## src/design/pmcv_pkg.sv

```systemverilog
// shared types, constants and helpers for the max communication volume block
`default_nettype none
package pmcv_pkg;

  localparam int MAX_BLOCKS  = 64;
  localparam int VOLUME_BITS = 32;
  localparam int BLK_W       = $clog2(MAX_BLOCKS);
  localparam int FIELD_W     = 6;
  localparam int CNT_W       = 7;
  localparam int CFG_W       = 7;
  localparam int OUT_W       = 32;

  typedef struct packed {
    logic [FIELD_W-1:0] source_block;
    logic [FIELD_W-1:0] nbr_block;
    logic               has_edge;
    logic               node_last;
    logic               graph_last;
  } item_t;

  typedef struct packed {
    logic [OUT_W-1:0] max_volume;
    logic             saturated;
  } result_t;

  // node close request handed from the scan stage to the volume update stage
  typedef struct packed {
    logic             close;
    logic             graph_last;
    logic [BLK_W-1:0] blk;
    logic [CNT_W-1:0] count;
  } close_req_t;

  typedef struct packed {
    logic fire;
    logic pending;
  } acc_status_t;

  // clamp the running maximum to the output width
  function automatic result_t make_result(logic [VOLUME_BITS-1:0] m, logic s);
    logic [63:0] m64;
    result_t     r;
    m64 = 64'(m);
    if (m64 > 64'h0000_0000_FFFF_FFFF) begin
      r.max_volume = '1;
      r.saturated  = 1'b1;
    end else begin
      r.max_volume = m64[OUT_W-1:0];
      r.saturated  = s;
    end
    return r;
  endfunction

endpackage
`default_nettype wire

```

## src/design/partition_max_comm_volume.sv

```systemverilog
// top level of the streaming maximum communication volume block
//
// item channel: one adjacency entry per beat (item_valid / item_stall), grouped
//   by node; node_last closes a node, graph_last closes node and graph
// result channel: one beat per graph (result_valid / result_stall) carrying the
//   largest block volume and the saturation flag
// cfg channel: cfg_valid / cfg_ready writes block_count; ready is always high,
//   writes are meant to land while no graph is in flight
// throughput: one item per cycle while item_stall is low; the per-node work is a
//   mask test in the scan stage and one read-modify-write of the block volume ram
//   at node end, with a same-block write forwarded into the next read
// result path: the graph's last item passes the update stage register and then
//   the output register, held back only while a held result blocks that update
// stall: items keep flowing while a result waits in the output register; the
//   item side stalls only when the next graph's result is ready to leave and
//   the output register is still held
// reset: block_count returns to 2, volumes, maximum and flags are cleared at
//   once through per-entry valid bits, so there is no clearing pass
`default_nettype none
module partition_max_comm_volume (
  input  wire logic                       clk,
  input  wire logic                       rst,
  // adjacency entries
  input  wire logic                       item_valid,
  output logic                            item_stall,
  input  wire pmcv_pkg::item_t            item,
  // per-graph result
  output logic                            result_valid,
  input  wire logic                       result_stall,
  output pmcv_pkg::result_t               result,
  // block_count register write
  input  wire logic                       cfg_valid,
  output logic                            cfg_ready,
  input  wire logic [pmcv_pkg::CFG_W-1:0] cfg_data
);

  logic [pmcv_pkg::CFG_W-1:0] block_count;
  logic [pmcv_pkg::CFG_W-1:0] blk_limit;
  logic                       advance;
  logic                       accept;
  pmcv_pkg::close_req_t       req;
  pmcv_pkg::result_t          acc_result;
  pmcv_pkg::acc_status_t      acc_status;

  // block count clamped to 1..MAX_BLOCKS
  always_comb begin
    priority if (block_count == '0) begin
      blk_limit = pmcv_pkg::CFG_W'(1);
    end else if (block_count > pmcv_pkg::CFG_W'(pmcv_pkg::MAX_BLOCKS)) begin
      blk_limit = pmcv_pkg::CFG_W'(pmcv_pkg::MAX_BLOCKS);
    end else begin
      blk_limit = block_count;
    end
  end

  assign cfg_ready = 1'b1;

  always_ff @(posedge clk) begin
    if (rst) begin
      block_count <= pmcv_pkg::CFG_W'(2);
    end else if (cfg_valid && cfg_ready) begin
      block_count <= cfg_data;
    end
  end

  // freeze only when a second result would collide with a held one
  assign advance    = !(acc_status.pending && result_valid && result_stall);
  assign item_stall = !advance;
  assign accept     = item_valid && advance;

  pmcv_scan u_scan (
    .clk    (clk),
    .rst    (rst),
    .accept (accept),
    .item   (item),
    .limit  (blk_limit),
    .req    (req)
  );

  pmcv_accum u_accum (
    .clk     (clk),
    .rst     (rst),
    .accept  (accept),
    .advance (advance),
    .req     (req),
    .result  (acc_result),
    .status  (acc_status)
  );

  // output register
  always_ff @(posedge clk) begin
    if (rst) begin
      result_valid <= 1'b0;
    end else if (acc_status.fire) begin
      result_valid <= 1'b1;
    end else if (!result_stall) begin
      result_valid <= 1'b0;
    end
  end

  always_ff @(posedge clk) begin
    if (acc_status.fire) begin
      result <= acc_result;
    end
  end

`ifndef SYNTHESIS
  a_no_overwrite: assert property (@(posedge clk) disable iff (rst)
    acc_status.fire |-> !(result_valid && result_stall))
    else $error("result register overwritten while held");

  a_stall_cause: assert property (@(posedge clk) disable iff (rst)
    item_stall |-> (result_valid && result_stall && acc_status.pending))
    else $error("item side stalled without a held result");

  a_limit_range: assert property (@(posedge clk) disable iff (rst)
    (blk_limit != '0) && (blk_limit <= pmcv_pkg::CFG_W'(pmcv_pkg::MAX_BLOCKS)))
    else $error("block limit out of range");

  a_result_source: assert property (@(posedge clk) disable iff (rst)
    $rose(result_valid) |-> $past(acc_status.fire))
    else $error("result beat without a closed graph");
`endif

endmodule
`default_nettype wire

```

## src/design/pmcv_ram.sv

```systemverilog
// generic single write port ram with registered read
`default_nettype none
module pmcv_ram #(
  parameter int WIDTH = 32,
  parameter int DEPTH = 64
) (
  input  wire logic                     clk,
  input  wire logic                     wr_en,
  input  wire logic [$clog2(DEPTH)-1:0] wr_addr,
  input  wire logic [WIDTH-1:0]         wr_data,
  input  wire logic                     rd_en,
  input  wire logic [$clog2(DEPTH)-1:0] rd_addr,
  output logic      [WIDTH-1:0]         rd_data
);

  logic [WIDTH-1:0] mem [DEPTH];

  always_ff @(posedge clk) begin
    if (wr_en) begin
      mem[wr_addr] <= wr_data;
    end
    if (rd_en) begin
      rd_data <= mem[rd_addr];
    end
  end

endmodule
`default_nettype wire

```

## src/design/pmcv_scan.sv

```systemverilog
// per-node seen mask and distinct block count
`default_nettype none
module pmcv_scan (
  input  wire logic                        clk,
  input  wire logic                        rst,
  input  wire logic                        accept,
  input  wire pmcv_pkg::item_t             item,
  input  wire logic [pmcv_pkg::CFG_W-1:0]  limit,
  output pmcv_pkg::close_req_t             req
);

  logic [pmcv_pkg::MAX_BLOCKS-1:0] mask;
  logic [pmcv_pkg::CNT_W-1:0]      count;
  logic [pmcv_pkg::CNT_W-1:0]      count_next;
  logic                            src_ok;
  logic                            tgt_ok;
  logic                            hit;
  logic                            fresh;
  logic                            closing;
  logic [pmcv_pkg::BLK_W-1:0]      src_idx;
  logic [pmcv_pkg::BLK_W-1:0]      tgt_idx;

  assign src_idx = item.source_block[pmcv_pkg::BLK_W-1:0];
  assign tgt_idx = item.nbr_block[pmcv_pkg::BLK_W-1:0];
  assign src_ok  = pmcv_pkg::CFG_W'(item.source_block) < limit;
  assign tgt_ok  = pmcv_pkg::CFG_W'(item.nbr_block) < limit;
  assign hit     = item.has_edge && src_ok && tgt_ok &&
                   (item.nbr_block != item.source_block);
  assign fresh   = hit && !mask[tgt_idx];
  assign count_next = count + pmcv_pkg::CNT_W'(fresh);
  assign closing = item.node_last || item.graph_last;

  always_comb begin
    req.close      = closing && src_ok;
    req.graph_last = item.graph_last;
    req.blk        = src_idx;
    req.count      = count_next;
  end

  always_ff @(posedge clk) begin
    if (rst) begin
      mask  <= '0;
      count <= '0;
    end else if (accept) begin
      if (closing) begin
        mask  <= '0;
        count <= '0;
      end else begin
        if (fresh) begin
          mask[tgt_idx] <= 1'b1;
        end
        count <= count_next;
      end
    end
  end

endmodule
`default_nettype wire

```

## src/design/pmcv_accum.sv

```systemverilog
// block volume read-modify-write, running maximum and saturation flag
`default_nettype none
module pmcv_accum (
  input  wire logic                  clk,
  input  wire logic                  rst,
  input  wire logic                  accept,
  input  wire logic                  advance,
  input  wire pmcv_pkg::close_req_t  req,
  output pmcv_pkg::result_t          result,
  output pmcv_pkg::acc_status_t      status
);

  logic                                 s1_valid;
  pmcv_pkg::close_req_t                 s1_req;
  logic                                 s1_fwd;
  logic [pmcv_pkg::VOLUME_BITS-1:0]     s1_fwd_val;
  logic                                 s1_base_valid;
  logic [pmcv_pkg::MAX_BLOCKS-1:0]      vbits;
  logic [pmcv_pkg::VOLUME_BITS-1:0]     running_max;
  logic                                 sat_flag;

  logic [pmcv_pkg::VOLUME_BITS-1:0] rd_data;
  logic [pmcv_pkg::VOLUME_BITS-1:0] old_vol;
  logic [pmcv_pkg::VOLUME_BITS:0]   sum;
  logic [pmcv_pkg::VOLUME_BITS-1:0] new_vol;
  logic                             ovf;
  logic                             wr;
  logic                             fire;
  logic [pmcv_pkg::VOLUME_BITS-1:0] max_next;
  logic                             sat_next;

  pmcv_ram #(
    .WIDTH (pmcv_pkg::VOLUME_BITS),
    .DEPTH (pmcv_pkg::MAX_BLOCKS)
  ) u_vol_ram (
    .clk     (clk),
    .wr_en   (wr),
    .wr_addr (s1_req.blk),
    .wr_data (new_vol),
    .rd_en   (accept && req.close),
    .rd_addr (req.blk),
    .rd_data (rd_data)
  );

  // entries not written since the last graph read as zero
  assign old_vol = s1_fwd ? s1_fwd_val : (s1_base_valid ? rd_data : '0);
  assign sum     = {1'b0, old_vol} + (pmcv_pkg::VOLUME_BITS+1)'(s1_req.count);
  assign ovf     = sum[pmcv_pkg::VOLUME_BITS];
  assign new_vol = ovf ? '1 : sum[pmcv_pkg::VOLUME_BITS-1:0];
  assign wr      = s1_valid && s1_req.close && advance;
  assign fire    = s1_valid && s1_req.graph_last && advance;

  always_comb begin
    max_next = running_max;
    if (wr && (new_vol > running_max)) begin
      max_next = new_vol;
    end
    sat_next = sat_flag || (wr && ovf);
  end

  assign result         = pmcv_pkg::make_result(max_next, sat_next);
  assign status.fire    = fire;
  assign status.pending = s1_valid && s1_req.graph_last;

  always_ff @(posedge clk) begin
    if (rst) begin
      s1_valid    <= 1'b0;
      vbits       <= '0;
      running_max <= '0;
      sat_flag    <= 1'b0;
    end else begin
      if (advance) begin
        s1_valid <= accept;
      end
      if (fire) begin
        vbits       <= '0;
        running_max <= '0;
        sat_flag    <= 1'b0;
      end else begin
        running_max <= max_next;
        sat_flag    <= sat_next;
        if (wr) begin
          vbits[s1_req.blk] <= 1'b1;
        end
      end
    end
  end

  // payload of the update stage, with forwarding of a same-block write
  always_ff @(posedge clk) begin
    if (advance) begin
      s1_req        <= req;
      s1_fwd        <= wr && !s1_req.graph_last && (s1_req.blk == req.blk);
      s1_fwd_val    <= new_vol;
      s1_base_valid <= vbits[req.blk] && !fire;
    end
  end

endmodule
`default_nettype wire

```

## config.mk

```make
export PLATFORM = sky130hd
export DESIGN_NAME = partition_max_comm_volume
export DESIGN_NICKNAME = d
export VERILOG_FILES = /design/src/design/pmcv_pkg.sv /design/src/design/partition_max_comm_volume.sv /design/src/design/pmcv_ram.sv /design/src/design/pmcv_scan.sv /design/src/design/pmcv_accum.sv
export SDC_FILE = /design/constraint.sdc
export NUM_CORES = 2
export LEC_CHECK = 0
export ABC_AREA = 1
export BUFFER_PORTS_ARGS = -buffer_cell sky130_fd_sc_hd__buf_2
export CORE_MARGIN = 8
export CORE_UTILIZATION = 55
export CTS_BUF_LIST = sky130_fd_sc_hd__clkbuf_8 sky130_fd_sc_hd__clkbuf_16
export DETAILED_ROUTE_END_ITERATION = 6
export PLACE_DENSITY = 0.73
export SYNTH_ARGS = -nofsm -noshare
export SYNTH_HDL_FRONTEND = slang
export SYNTH_SLANG_ARGS = --single-unit
```

## constraint.sdc

```tcl
create_clock -name clk -period 6.3 [get_ports clk]
set_clock_uncertainty 0.15 [all_clocks]
set_input_delay 0.945 -clock clk [delete_from_list [all_inputs] [get_ports clk]]
set_output_delay 0.945 -clock clk [all_outputs]
set_load 0.01 [all_outputs]
```

==> results.yml <==
final_layout:
  regArea_um2: 68500
  drive_gt1_share_pct: 9.16
  nets: 7867
  finish.instance_area_um2: 105000
  num-fill-cells: 12500
  area_delta_synth_final_pct: 11.6
  multiInputGateArea_um2: 23100
sta:
  max_slew.worst_pin.slew_ns: 1.24
  worst_slack_ns: 0.783
  fin_setup_tns_ns: 0
  max_freq_ghz: 0.181
  fin_crit_ns: 5.52
  hold_ws_ns: 0.118
  finalCritPeriodShare_pct: 87.6
  slew_viol_final: 0
  rsz0062_at_grt: "no"
  hold_viol: 0
  setup-violations-final: 0
  maxSlewHeadroom_pct: 17.3
route:
  drc: 0
  vias: 65400
  drtPass1Iterations: 6
  finalWirelength_mm: 268
  first_iter_violations: 10500
  routedWlPerCell_um: 26.3
  ant_nets: 0
  vias_per_cell: 6.41
clock_tree:
  holdBufCountCts: 0
  path_clk_slew_ns: 0.06
  cts_made_buffers: 219
  cts_sinks: 2339
  cts_buffer_depth: 3
  cts_tree: "done"
  htree_levels: 4
  cts.root.buffer_cell: "clkbuf_16"
  postCtsSetupBuffers: 0
  clk_latency_ns: 0.88
  cts_resized: 0
pwr:
  pwr-share-comb_pct: 7.4
  p_leak_uw: 0.0354
  intPower_uw: 25400
  powerDensity_nw_per_um2: 316
  p_sw_share_pct: 23.4
  seqPwrFrac_pct: 52.1
  p_sw_uw: 7760
  p_clk_share_pct: 40.5
  vdd_drop_max_v: 0.000301
global_routing:
  overflow: 0
  grt_pass1_vias: 62200
  grt_antenna_before_repair: 15
  grt_pass1_wl_mm: 394
  grt_usage_pct: 28.0
  grt_start_max_net_pins: 158
synth:
  ys_seq_elements: 2339
  netlist_area_um2: 93900
  ys.flop_type: "edfxtp_1"
  avgSynthCellArea_um2: 12.0
  synth_edf_count: 2162
  seq_area_frac_synth_pct: 72.9
  synthesis.nets: 7907
  netlist_instances: 7828
  yosysWarnings: 0
  synth_cell_type_count: 48
  ys_async_sr_fraction_pct: 0
critical_path:
  crit_fanout: 34
  cp_common_cell: "nand2_1"
  critPathMaxStageDelay_ns: 0.56
  critPathLaunchType: "register"
  crit_path_end_kind: "register"
  criticalPathCategory: "reg2reg"
  worstPathRequired_ns: 6.77
  arrival_ns: 5.99
  worst_path_max_delay_cell: "edfxtp_1"
die:
  start_util_pct: 55.4
  die_w_um: 429
  fp-row-count: 151
  core_um2: 169000
  io_pins: 63
  dieArea_um2: 184000
  die_h_um: 429
run:
  max-cap-violations: 0
placement:
  port_buffers: 61
  dp_hpwl_mm: 143
  dpl_cell_area_um2: 97400
  pre_cts_slack_ns: 0.834
  gp_congestion: 0.884
hold_path:
  hold_class: "in2reg"
status:
  outcome: "completed"
synth_stat cells (3+ instances only):
cell	instances	area (um2)
inv_1	204	766
a31oi_1	4	25.0
buf_4	10	75.1
buf_6	4	45.0
o22ai_1	624	3900
xor2_1	15	131
a22oi_1	4	30.0
and3_1	4	25.0
nand2_2	4	25.0
dfxtp_1	177	3540
a22o_1	8	70.1
nor2_4	4	45.0
clkbuf_1	404	1520
nand3_1	146	731
a21oi_1	136	681
nor2_1	1644	6170
ha_1	51	638
o21ai_0	1334	6680
nor3_1	15	75.1
o211ai_1	16	120
clkinv_1	5	18.8
edfxtp_1	2162	64900
xnor2_1	4	35.0
nand2_1	627	2350
nand4_1	85	532
nor3_2	3	30.0
buf_1	27	101
buf_2	81	405
cells in the final DEF, fill, tap and decap left out, types with 54 or more instances in the layout:
master and instances:
inv_1 221, clkinv_2 54, clkbuf_16 219, edfxtp_1 2162, nand4_1 85, o22ai_1 624, buf_2 56, a21oi_1 134
nand2_1 626, nor2_1 1576, buf_4 178, nor2_4 72, o21ai_0 1333, dfxtp_1 177, nand3_1 132
routing by layer:
layer | global-route usage (%) | wire length [um] | vias up
met1 | 38.7 | 101000 | 31900
met2 | 43.4 | 121000 | 4377
met4 | 12.6 | 12900 | 2
met5 | 0 | 9 | -
li1 | - | - | 28400
met3 | 5.76 | 32900 | 686
per-stage QoR:
stage	utilization [%]	std cells	total power (uW)
after global routing	61.8	10200	34000
after floorplan	-	7828	19000
after CTS	61.8	10200	33200
after global placement	57.5	9785	19900
after detailed placement	57.5	9785	20000
final	61.8	10200	33200
critical path, delay by kind of cell, from the launching register on:
kind / cells / cell delay, ns
buffers and inverters: 5 / 0.87
AOI/OAI and AO/OA: 2 / 0.53
and+or+nand+nor: 15 / 2.19
adders and majority gates: 3 / 0.94
DFF: 1 / 0.56
registers in the layout (all words and copies together), names as in the netlist:
signal,flops
block_count,7
result,33
result_valid,1
u_accum.running_max,32
u_accum.s1_base_valid,1
u_accum.s1_fwd,1
u_accum.s1_fwd_val,32
u_accum.s1_req,15
u_accum.s1_valid,1
u_accum.sat_flag,1
u_accum.u_vol_ram.mem,2048
u_accum.u_vol_ram.rd_data,32
u_accum.vbits,64
u_scan.count,7
u_scan.mask,64
kinds of logic after synthesis:
family                     share of synthesized area (%)
xor gates and xnor gates                           0.177
buffers and inverters                               3.13
other                                            0.00399
DFF                                                 72.9
AOI/OAI and AO/OA                                   12.4
adders and majority gates                          0.701
and+or+nand+nor                                     10.7
power by group through the flow:
| stage | Clock, uW | Combinational (uW) | Sequential (uW) |
|---|---|---|---|
| floorplan | 0 | 1370 | 17600 |
| global placement | 0 | 2320 | 17600 |
| detailed placement | 0 | 2370 | 17600 |
| CTS | 13500 | 2390 | 17300 |
| global route | 14100 | 2610 | 17300 |
| finish | 13400 | 2450 | 17300 |
cell type report:
cell class | instances | share of cell area [%]
diodes | 2 | 0.00477
flip-flops and latches | 2339 | 65.3
clock inverters | 178 | 1.59
clock buffers | 238 | 5.48
repair buffers | 265 | 2.11
well taps | 2218 | 2.65
multi-input cells | 4752 | 22.1
inverters | 211 | 0.783
path summary, 6_finish.rpt:
| path | start | end | slack [ns] | cells past startpoint |
|---|---|---|---|---|
| worst max-delay path | u_accum.s1_fwd | result[3] | 0.78 | 25 |
| worst min-delay path | item[0] | u_accum.s1_req[13] | 0.12 | 1 |
| worst max register to register | u_accum.s1_fwd | result[3] | 0.78 | 25 |
| worst min register to register | u_scan.mask[6] | u_scan.mask[6] | 0.30 | 2 |
(Power assumes the default switching activity.)
